$ cat src/rtl/cmcm_pkg.sv
// Shared types, codes and helpers of the confusion matrix class metrics unit.
package cmcm_pkg;

    localparam int NUM_W    = 64;
    localparam int DEN_W    = 48;
    localparam int Q_W      = 17;
    localparam int NORM_BIT = 47;
    localparam logic [Q_W-1:0] ONE_Q16 = 17'd65536;

    typedef enum logic [1:0] {
        FUNC_RECORD = 2'd0,
        FUNC_REPORT = 2'd1,
        FUNC_EPOCH  = 2'd2
    } func_t;

    typedef enum logic [1:0] {
        TREND_EQUAL = 2'd0,
        TREND_ROSE  = 2'd1,
        TREND_FELL  = 2'd2
    } trend_t;

    function automatic trend_t trend_of(input logic [Q_W-1:0] now,
                                        input logic [Q_W-1:0] earlier);
        trend_t t;
        if (now > earlier)
            t = TREND_ROSE;
        else if (now < earlier)
            t = TREND_FELL;
        else
            t = TREND_EQUAL;
        return t;
    endfunction

endpackage

$ cat src/rtl/cmcm_div.sv
// Restoring divider that yields one quotient bit per cycle for the metric ratios.
module cmcm_div (
    input  logic                     clk,
    input  logic                     rst_n,
    input  logic                     start,
    input  logic [cmcm_pkg::NUM_W-1:0] num,
    input  logic [cmcm_pkg::DEN_W-1:0] den,
    output logic                     done,
    output logic [cmcm_pkg::Q_W-1:0] quo
);
    import cmcm_pkg::*;

    logic [DEN_W:0]   rem_reg;
    logic [Q_W-1:0]   nsh_reg;
    logic [DEN_W-1:0] den_reg;
    logic [4:0]       cnt_reg;
    logic             run_reg;
    logic             done_reg;
    logic [DEN_W:0]   trial;
    logic             ge;

    assign trial = {rem_reg[DEN_W-1:0], nsh_reg[Q_W-1]};
    assign ge    = trial >= {1'b0, den_reg};
    assign done  = done_reg;
    assign quo   = nsh_reg;

    always_ff @(posedge clk or negedge rst_n)
    begin
        if (!rst_n)
        begin
            rem_reg  <= '0;
            nsh_reg  <= '0;
            den_reg  <= '0;
            cnt_reg  <= '0;
            run_reg  <= 1'b0;
            done_reg <= 1'b0;
        end
        else
        begin
            done_reg <= 1'b0;
            if (start)
            begin
                rem_reg <= (DEN_W+1)'(num >> Q_W);
                nsh_reg <= num[Q_W-1:0];
                den_reg <= den;
                cnt_reg <= '0;
                run_reg <= 1'b1;
            end
            else if (run_reg)
            begin
                rem_reg <= ge ? (trial - {1'b0, den_reg}) : trial;
                nsh_reg <= {nsh_reg[Q_W-2:0], ge};
                cnt_reg <= cnt_reg + 5'd1;
                if (cnt_reg == 5'(Q_W - 1))
                begin
                    run_reg  <= 1'b0;
                    done_reg <= 1'b1;
                end
            end
        end
    end

`ifndef SYNTHESIS
    a_done_after_run: assert property (@(posedge clk) disable iff (!rst_n)
        done |-> $past(run_reg)) else $error("divider done without a run");
    a_quo_range: assert property (@(posedge clk) disable iff (!rst_n)
        done |-> quo <= ONE_Q16) else $error("quotient above one");
    a_no_restart: assert property (@(posedge clk) disable iff (!rst_n)
        run_reg |-> !start) else $error("divider started while running");
`endif

endmodule

$ cat config.mk
export PLATFORM = sky130hd
export DESIGN_NAME = cmcm_div
export DESIGN_NICKNAME = d
export VERILOG_FILES = /design/src/rtl/cmcm_pkg.sv /design/src/rtl/cmcm_div.sv
export SDC_FILE = /design/constraint.sdc
export NUM_CORES = 1
export LEC_CHECK = 0
export ABC_CLOCK_PERIOD_IN_PS = 7400
export BUFFER_PORTS_ARGS = -buffer_cell sky130_fd_sc_hd__buf_2
export CAP_MARGIN = 20
export CELL_PAD_IN_SITES_DETAIL_PLACEMENT = 1
export CELL_PAD_IN_SITES_GLOBAL_PLACEMENT = 1
export CORE_MARGIN = 2
export CORE_UTILIZATION = 40
export DETAILED_ROUTE_END_ITERATION = 6
export PLACE_DENSITY_LB_ADDON = 0.12
export REMOVE_ABC_BUFFERS = 1
export SYNTH_ARGS = -nofsm -noshare
export SYNTH_HDL_FRONTEND = slang
export SYNTH_SLANG_ARGS = --single-unit
$ cat constraint.sdc
create_clock -name clk -period 7.4 [get_ports clk]
set_clock_uncertainty 0.2 [all_clocks]
set_input_delay 0.37 -clock clk [delete_from_list [all_inputs] [get_ports clk]]
set_output_delay 0.37 -clock clk [all_outputs]
set_load 0.02 [all_outputs]
Yosys cells after proc, flatten, opt, wreduce, memory -nomap -nowiden

Index checks and enable logic that the tools add are counted.

Add/subtract/negate cells: 2
Order comparisons: 1
Equal/unequal tests: 1
Muxes and demuxes: 13
Reduce and logical (&&, ||, !) cells: 1

Operators by type and width:

| cell                | number |
|---|---|
| $mux 48             | 3 |
| $ge 49x48->1        | 1 |
| $sub 48x48->48      | 1 |
| $mux 17             | 2 |
| $mux 5              | 2 |
| $mux 1              | 6 |
| $add 5x1->5 const B | 1 |
| $eq 5x5->1 const B  | 1 |
| $reduce_bool 2->1   | 1 |

Register bits: 120
Input bits: 115
Output and inout port bits: 18
Word-level logic and storage cells: 24

Logic depth before layout (Yosys ltp)

Gate-level depths: netlist of the first run.

Word-level depth: 4
Mapped depth: 14
Gate-level depth less buffers: 13

Least setup slack after synthesis of the first run

Ideal clock, no wire load.

Kind: register -> register
Start: register nsh_reg[16], in the netlist quo[16]
End: register rem_reg[46]
Library setup time: 0.124 ns
Arrival time: 2.702 ns
Required time: 7.076 ns
Path slack: 4.374 ns
Stages on the path, launching flop included: 14
Buffers on the path: 0
Period minus slack after synthesis: 3.026 ns
Cells stage by stage: dfrtp_1 -> inv_1 -> ha_1 -> fa_1 -> nand2b_1 -> a21oi_1 -> o21a_1 -> o311a_1 -> o31ai_1 -> o2bb2ai_1 -> o21ai_1 -> a41oi_1 -> xor2_1 -> o21ai_1

Word-level cells in the longest chain between the ends: 4
Elaborated cells on any way between the ends: 5
Those cells by class: add/sub (1); order compare (1); mux (3)

Ends and longest elaborated chain:

| item                                           | RTL line                       | text |
|---|---|---|
| from (decl)                                    | cmcm_div.sv:14                 | `logic [Q_W-1:0] nsh_reg;` |
| from (signal assigned)                         | cmcm_div.sv:44                 | `nsh_reg <= num[Q_W-1:0];` |
| from (signal assigned)                         | cmcm_div.sv:52                 | `nsh_reg <= {nsh_reg[Q_W-2:0], ge};` |
| $sub 48x48->48 or $ge 49x48->1 (tied branches) | cmcm_div.sv:51, cmcm_div.sv:23 |  |
| $mux 48 *                                      | cmcm_div.sv:51                 | `rem_reg <= ge ? (trial - {1'b0, den_reg}) : trial;` |
| $mux 48 *                                      | cmcm_div.sv:49                 | `else if (run_reg)` |
| $mux 48 *                                      | cmcm_div.sv:41                 | `if (start)` |
| to (signal assigned)                           | cmcm_div.sv:43                 | `rem_reg <= (DEN_W+1)'(num >> Q_W);` |
| to (signal assigned)                           | cmcm_div.sv:51                 |  |
| to (decl)                                      | cmcm_div.sv:13                 | `logic [DEN_W:0] rem_reg;` |

Every way passes the cells marked *; elsewhere a longest branch is shown, timed or not. The select of a mux whose other input is x is not followed.
A chain may end at the register's enable or synchronous reset.

Final worst setup path of the first run

Start: register rem_reg[19]
End: register rem_reg[24]

Word-level cells in the longest chain between the ends: 4
Elaborated cells on any way between the ends: 5
Those cells by class: add/sub (1); order compare (1); mux (3)

Ends and longest elaborated chain:

| item                                           | RTL line |
|---|---|
| $sub 48x48->48 or $ge 49x48->1 (tied branches) | cmcm_div.sv:51, cmcm_div.sv:23 |
| $mux 48 *                                      | cmcm_div.sv:51 |
| $mux 48 *                                      | cmcm_div.sv:49 |
| $mux 48 *                                      | cmcm_div.sv:41 |

Marks and branches as above.

==> results of run 1 <==
==> critical path, cell delays in order (launching register included) <==
cell	delay [ns]
dfrtp_1	0.41
ha_1	0.39
a21o_1	0.19
a21oi_1	0.21
a32oi_1	0.21
a221oi_1	0.37
o221ai_2	0.16
nor3_4	0.73
buf_4	0.60
mux2i_1	0.27
a211oi_1	0.10
a21o_1	0.20
==> path summary, 6_finish.rpt <==
kind,to
worst max-delay path,rem_reg[24]
worst min-delay path,den_reg[30]
worst max register to register,rem_reg[24]
worst min register to register,den_reg[0]
max in group asynchronous,run_reg
min in group asynchronous,den_reg[35]
==> cell usage in the layout (no fill, tap or decap), types with 8 or more instances in the layout <==
| cell type | netlist | final |
|---|---|---|
| nand2_1 | 155 | 155 |
| o21ai_1 | 9 | 9 |
| nor2_1 | 43 | 43 |
| o21ai_0 | 121 | 121 |
| mux2i_1 | 21 | 21 |
| nand2b_1 | 16 | 16 |
| ha_1 | 50 | 50 |
| nand3_1 | 12 | 12 |
| xnor2_1 | 24 | 24 |
| dlygate4sd3_1 | 0 | 105 |
| a21oi_1 | 56 | 56 |
| buf_2 | 10 | 130 |
| o221ai_1 | 13 | 13 |
| nand4_1 | 16 | 16 |
| clkbuf_16 | 0 | 17 |
| a21o_1 | 27 | 27 |
| a31oi_1 | 29 | 29 |
| o211ai_1 | 22 | 22 |
| o221ai_2 | 9 | 9 |
| inv_1 | 62 | 62 |
| a211oi_1 | 8 | 8 |
| xor2_1 | 24 | 24 |
| dfrtp_1 | 120 | 119 |
| nor2b_1 | 31 | 31 |
| buf_4 | 1 | 8 |
==> metrics by stage <==
| step | total power, mW | hold slack [ns] | worst slack [ns] | cell area [um^2] |
|---|---|---|---|---|
| final | 4.16 | 0.00681 | 3.22 | 10800 |
| after global routing | 4.51 | 0.0168 | 2.84 | 10800 |
| after CTS | 4.18 | 0.00499 | 3.18 | 10800 |
| after detailed placement | 3.24 | 0.176 | 3.22 | 9180 |
| after global placement | 3.21 | 0.177 | 3.33 | 9180 |
| after floorplan | 2.66 | -0.126 | 3.07 | 8110 |
==> synthesized netlist by cell type, types with 27 or more instances <==
library cell	instances	area, um^2
o21ai_0	121	606
a31oi_1	29	181
a21o_1	27	203
nand2_1	155	582
nor2_1	43	161
dfrtp_1	120	3000
nor2b_1	31	194
ha_1	50	626
inv_1	62	233
clkbuf_1	40	150
a21oi_1	56	280
==> report_power, final <==
group / total [mW] / switching [mW] / internal, mW / leakage, nW
combinational: 2.36 / 1.39 / 0.972 / 3.32
sequential: 0.949 / 0.127 / 0.822 / 1.46
clock: 0.843 / 0.321 / 0.521 / 0.281
total: 4.16 / 1.84 / 2.32 / 5.06
==> what timing repair did <==
| action | 4_1_cts | 5_1_grt |
|---|---|---|
| setup buffers | 0 | 0 |
| resized for setup | 0 | 0 |
| hold buffers | 105 | 0 |
| hold endpoints to repair | 136 | 0 |
==> routing by layer <==
metal	part of all wire	up-vias
met4	0.015	0
met3	0.030	26
li1	-	3942
met1	0.47	3874
met5	0	-
met2	0.48	144
==> layout make-up <==
cell class,count,area [um^2]
fill,2418,9540
multi-input combinational,758,4880
sequential,120,3010
timing repair buffer,244,1770
clock buffer,21,470
tap,270,338
inverter,62,233
clock inverter,11,123
==> logic make-up after synthesis <==
logic type / after synthesis / synth area share
compound gates: 334 / 0.260
flops: 120 / 0.360
simple gates: 303 / 0.170
xor+xnor: 48 / 0.0504
mux: 22 / 0.0265
fa+ha+maj: 51 / 0.0773
buf+inv: 118 / 0.0559
==> metrics.md, run 1 <==
| Metric | Value |
|---|---|
| Status | `finished, final reports clean` |
| Global Route Usage Sum | `0.241` |
| CP Capture Type | `flip-flop` |
| Synth Cell Area | `0.00835 mm^2` |
| Distinct cells, synth | `64` |
| Worst Setup Start Kind | `flip-flop` |
| Min-Delay Path Depth | `3` |
| Fraction of registers with async set/reset | `1.00` |
| Top FF cell, synth | `dfrtp_1` |
| Worst vdd ir | `0.000160 V` |
| Proportion of layout cells with a drive suffix above 1 | `0.160` |
| CTS tree | `done` |
| Setup TNS | `0 ns` |
| Min-delay src | `den[30]` |
| Met3 Track Usage GR | `0.0445` |
| F_max | `0.239 GHz` |
| Inserted Diodes | `0` |
| Number of CTS-inserted buffers | `17` |
| HP Class | `in -> reg` |
| First-pass GRT wire length | `42,800 um` |
| Core area | `0.0204 mm^2` |
| Met1 GRT Util | `0.318` |
| Gpl congestion | `0.818` |
| Post-route ant nets | `0` |
| Fin. Hold Viols | `0` |
| Vias post-DR | `7,986` |
| Routed len/inst | `17.0 um` |
| Final Non-Filler Cells | `1,486` |
| Initial core utilization | `0.410` |
| Unrepaired setup endpoints after global routing | `false` |
| Drt first pass iters | `5` |
| Worst R2R Start | `rem_reg[19]` |
| Final worst path period share | `0.565` |
| Register area share after synthesis | `0.360` |
| Critical Path RT | `7.51 ns` |
| Area Overhead vs Synth | `29.6%` |
| Clock-pin slew on the worst setup and hold paths | `0.06 ns` |
| CTS H-tree depth | `4` |
| Data arrival, critical path | `4.29 ns` |
| Setup CP Type | `reg -> reg` |
| CTS root buf | `clkbuf_16` |
| Drt total wl | `25,300 um` |
| Static Leak | `5.06 nW` |
| Rows | `52` |
| R2R Setup Slk | `3.22 ns` |
| Number of synthesized flops with an enable pin | `0` |
| Sink Count | `120` |
| Grt met2 use | `0.410` |
| IO buf count | `132` |
| Worst Path Max Fanout | `48` |
| I/O pin count | `133` |
| Vias/cell | `5.37` |
| Tightest Pin Transition | `0.938 ns` |
| Avg Inst Size Synth | `8.38 um^2` |
| Total die area | `0.0220 mm^2` |
| Max-slew violations | `0` |
| Yosys reg bits | `120` |
| Crit path from | `rem_reg[19]` |
| Synth warnings | `0` |
| # Max-Cap Violations | `0` |
| Drt drc | `0` |
| Most Used Layer, Global Route | `met2` |
| Setup violators final | `0` |
| Half-perimeter wire length after placement | `16,800 um` |
| CTS max path bufs | `2` |
| Worst Reg-to-Reg Cells | `11` |
| Largest net degree at the start of global routing | `80` |
| Remaining global-route overflow | `0` |
| Layout net count | `1,369` |
| Pwr dens | `384 mW/mm^2` |
| Final core occ | `0.531` |
| Initial antenna violation count | `0` |
| Min Clock Period, post-route | `4.18 ns` |
| Number of global-route vias before repair | `8,564` |
| Die Width | `148 um` |
| Iteration-0 DRC Markers | `313` |
| Clk_lat worst skew | `0.42 ns` |
| Placed insts | `1,349` |
| Mapped Cells | `996` |
| Max_slew headroom | `0.372` |
| Vert. Die Dim | `148 um` |
No activity file was read; power rests on OpenSTA's default activity.
==> run 2, diff against run 1 <==
ABC_CLOCK_PERIOD_IN_PS = 3480   (was 7400)
CORE_UTILIZATION = 39   (was 40)
clock period = 3.48 ns   (was 7.4 ns; I/O delays follow)
==> run 2 against run 1 <==
  * Routed wire length increased by 1.7%
  * Non-clock buffer count is 29 higher
  * First-iteration DRC count is 6.7% lower
  * Clock power up 130%
  * Critical path type unchanged
==> metrics.md, run 2 (same netlist as run 1, synthesis figures left out) <==
| Metric | Value |
|---|---|
| Cell Int Power | `5.24 mW` |
| Share of total power in combinational logic | `0.575` |
| Max-slew violations | `0` |
| Setup CP Type | `reg -> reg` |
| First-pass GRT wire length | `42,800 um` |
| Clk_lat worst skew | `0.43 ns` |
| HP Class | `in -> async` |
| Area Overhead vs Synth | `34.9%` |
| Drt drc | `0` |
| CP Capture Type | `flip-flop` |
| Die Width | `150 um` |
| Status | `finished, final reports clean` |
| R2R Setup Slk | `0.18 ns` |
| Seq pwr share | `0.216` |
| Routed len/inst | `16.9 um` |
| Cell mode on critical path | `a21oi_2` |
| Most common cell after layout, fill and taps aside | `nand2_1` |
| Core area | `0.0210 mm^2` |
| Data arrival, critical path | `3.38 ns` |
| Vias post-DR | `8,141` |
| Drt first pass iters | `4` |
| Largest net degree at the start of global routing | `140` |
| Vert. Die Dim | `150 um` |
| Tightest Pin Transition | `0.651 ns` |
| Layout net count | `1,398` |
| Worst vdd ir | `0.000366 V` |
| Max_slew headroom | `0.566` |
| # Max-Cap Violations | `0` |
| Initial antenna violation count | `0` |
| Final worst setup slack | `0.178 ns` |
| Vias/cell | `5.36` |
| Clk network pwr share | `0.209` |
| Static Leak | `5.26 nW` |
| Sw Pwr | `4.09 mW` |
| F_max | `0.303 GHz` |
| Gpl congestion | `0.840` |
| Fin. Hold Viols | `0` |
| Number of CTS-inserted buffers | `17` |
| Pre-CTS setup slack | `0.0353 ns` |
| Initial core utilization | `0.397` |
| Post-route ant nets | `0` |
| Global Route Usage Sum | `0.237` |
| Remaining global-route overflow | `0` |
| Rows | `53` |
| Worst Path Max Fanout | `5` |
| Half-perimeter wire length after placement | `17,400 um` |
| Pwr dens | `829 mW/mm^2` |
| Crit path from | `quo[16]` |
| Sw Share | `0.439` |
| Min Clock Period, post-route | `3.30 ns` |
| Max stage delay cell, worst path | `dfrtp_1` |
| Worst R2R Start | `quo[16]` |
| CTS H-tree depth | `4` |
| Unrepaired setup endpoints after global routing | `true` |
| CP peak stage delay | `0.40 ns` |
| CP cell instances | `inv_1, ha_1, fa_1, nand2b_1, a21oi_2, o21a_2, o21ai_0, a21oi_2, a31oi_1, o31ai_1, a21oi_1, xor2_1, o221ai_1` |
| Drt total wl | `25,800 um` |
| CTS max path bufs | `2` |
| Clock-pin slew on the worst setup and hold paths | `0.06 ns` |
| Final worst path period share | `0.949` |
| Number of global-route vias before repair | `8,627` |
| Sink Count | `120` |
| Worst Setup Start Kind | `flip-flop` |
| CTS tree | `done` |
| Area occupied by multi-input gates | `0.00496 mm^2` |
| CTS root buf | `clkbuf_16` |
| IO buf count | `132` |
| Setup TNS | `0 ns` |
| Iteration-0 DRC Markers | `292` |
| Setup violators final | `0` |
| FILL cells | `2,485` |
| Critical Path RT | `3.55 ns` |
| I/O pin count | `133` |
| Commonest non-fill, non-tap cells in the layout | `nand2_1, buf_2, o21ai_0, dfrtp_1, dlygate4sd3_1` |
| Inserted Diodes | `0` |
| Total die area | `0.0226 mm^2` |
| Register area | `0.00301 mm^2` |
| Proportion of layout cells with a drive suffix above 1 | `0.180` |
-- run 2: cell count changes in the layout (fill, tap and decap cells not counted), sizes merged --
| cell | change |
|---|---|
| buf | +15 |
| bufinv | +2 |
| clkbuf | -2 |
| clkinv | -1 |
| clkinvlp | -2 |
| dlygate4sd3 | +14 |
| inv | +3 |
-- run 2: power by group through the flow --
stage               Sequential [mW]  Combinational [mW]  Clock, mW
finish                         2.02                5.36       1.95
global route                   2.07                5.99       2.03
CTS                            2.02                5.26       1.99
detailed placement             2.03                5.08          0
global placement               2.02                5.02          0
floorplan                      1.98                3.68          0
-- run 2: final timing paths --
check,endpoint,cells after the start
setup / recovery,rem_reg[34],13
hold / removal,rem_reg[0],2
setup reg to reg,rem_reg[34],13
hold reg to reg,den_reg[0],1
max in group asynchronous,rem_reg[47],3
min in group clk,den_reg[22],4
-- run 2: stage by stage --
| step | area (um^2) | utilization | std cells | total power, mW | hold WS, ns |
|---|---|---|---|---|---|
| 5_1_grt | 11300 | 0.536 | 1520 | 10.1 | 0.178 |
| 6_report | 11300 | 0.536 | 1520 | 9.33 | 0.102 |
| 3_5_place_dp | 9340 | 0.444 | 1368 | 7.11 | 0.0353 |
| 2_1_floorplan | 8110 | - | 940 | 5.66 | -0.322 |
| 4_1_cts | 11200 | 0.531 | 1519 | 9.26 | 0.123 |
| 3_3_place_gp | 9340 | 0.444 | 1368 | 7.04 | 0.0346 |
-- run 2: area by class of cell --
type / count / share of cell area
clock buffers: 19 / 0.0393
clock inverters: 13 / 0.0171
inverters: 62 / 0.0207
multi-input cells: 758 / 0.440
flip-flops and latches: 120 / 0.267
well taps: 275 / 0.0306
repair buffers: 273 / 0.185
-- run 2: timing repair --
item | CTS | global route
setup endpoints to repair | 1 | 24
hold endpoints to repair | 158 | 0
pin swaps | 0 | 3
hold buffers | 119 | 0
setup buffers | 0 | 1
resized for setup | 1 | 17
-- run 2: layer usage --
metal | vias up | wire length (um) | GRT usage
met5 | - | 0 | 0
met3 | 33 | 663 | 0.0318
met1 | 3962 | 12000 | 0.309
li1 | 4002 | - | -
met4 | 0 | 459 | 0.0693
met2 | 144 | 12600 | 0.411
-- run 2: critical path: cells and delay by family, from the launching register on --
| kind | cells | cell delay (ns) |
|---|---|---|
| AO/OA/AOI/OAI | 8 | 1.53 |
| adder cells (fa/ha/maj) | 2 | 0.61 |
| flip-flops | 1 | 0.40 |
| AND/OR/NAND/NOR | 1 | 0.19 |
| XOR/XNOR | 1 | 0.15 |
| buffers and inverters | 1 | 0.06 |
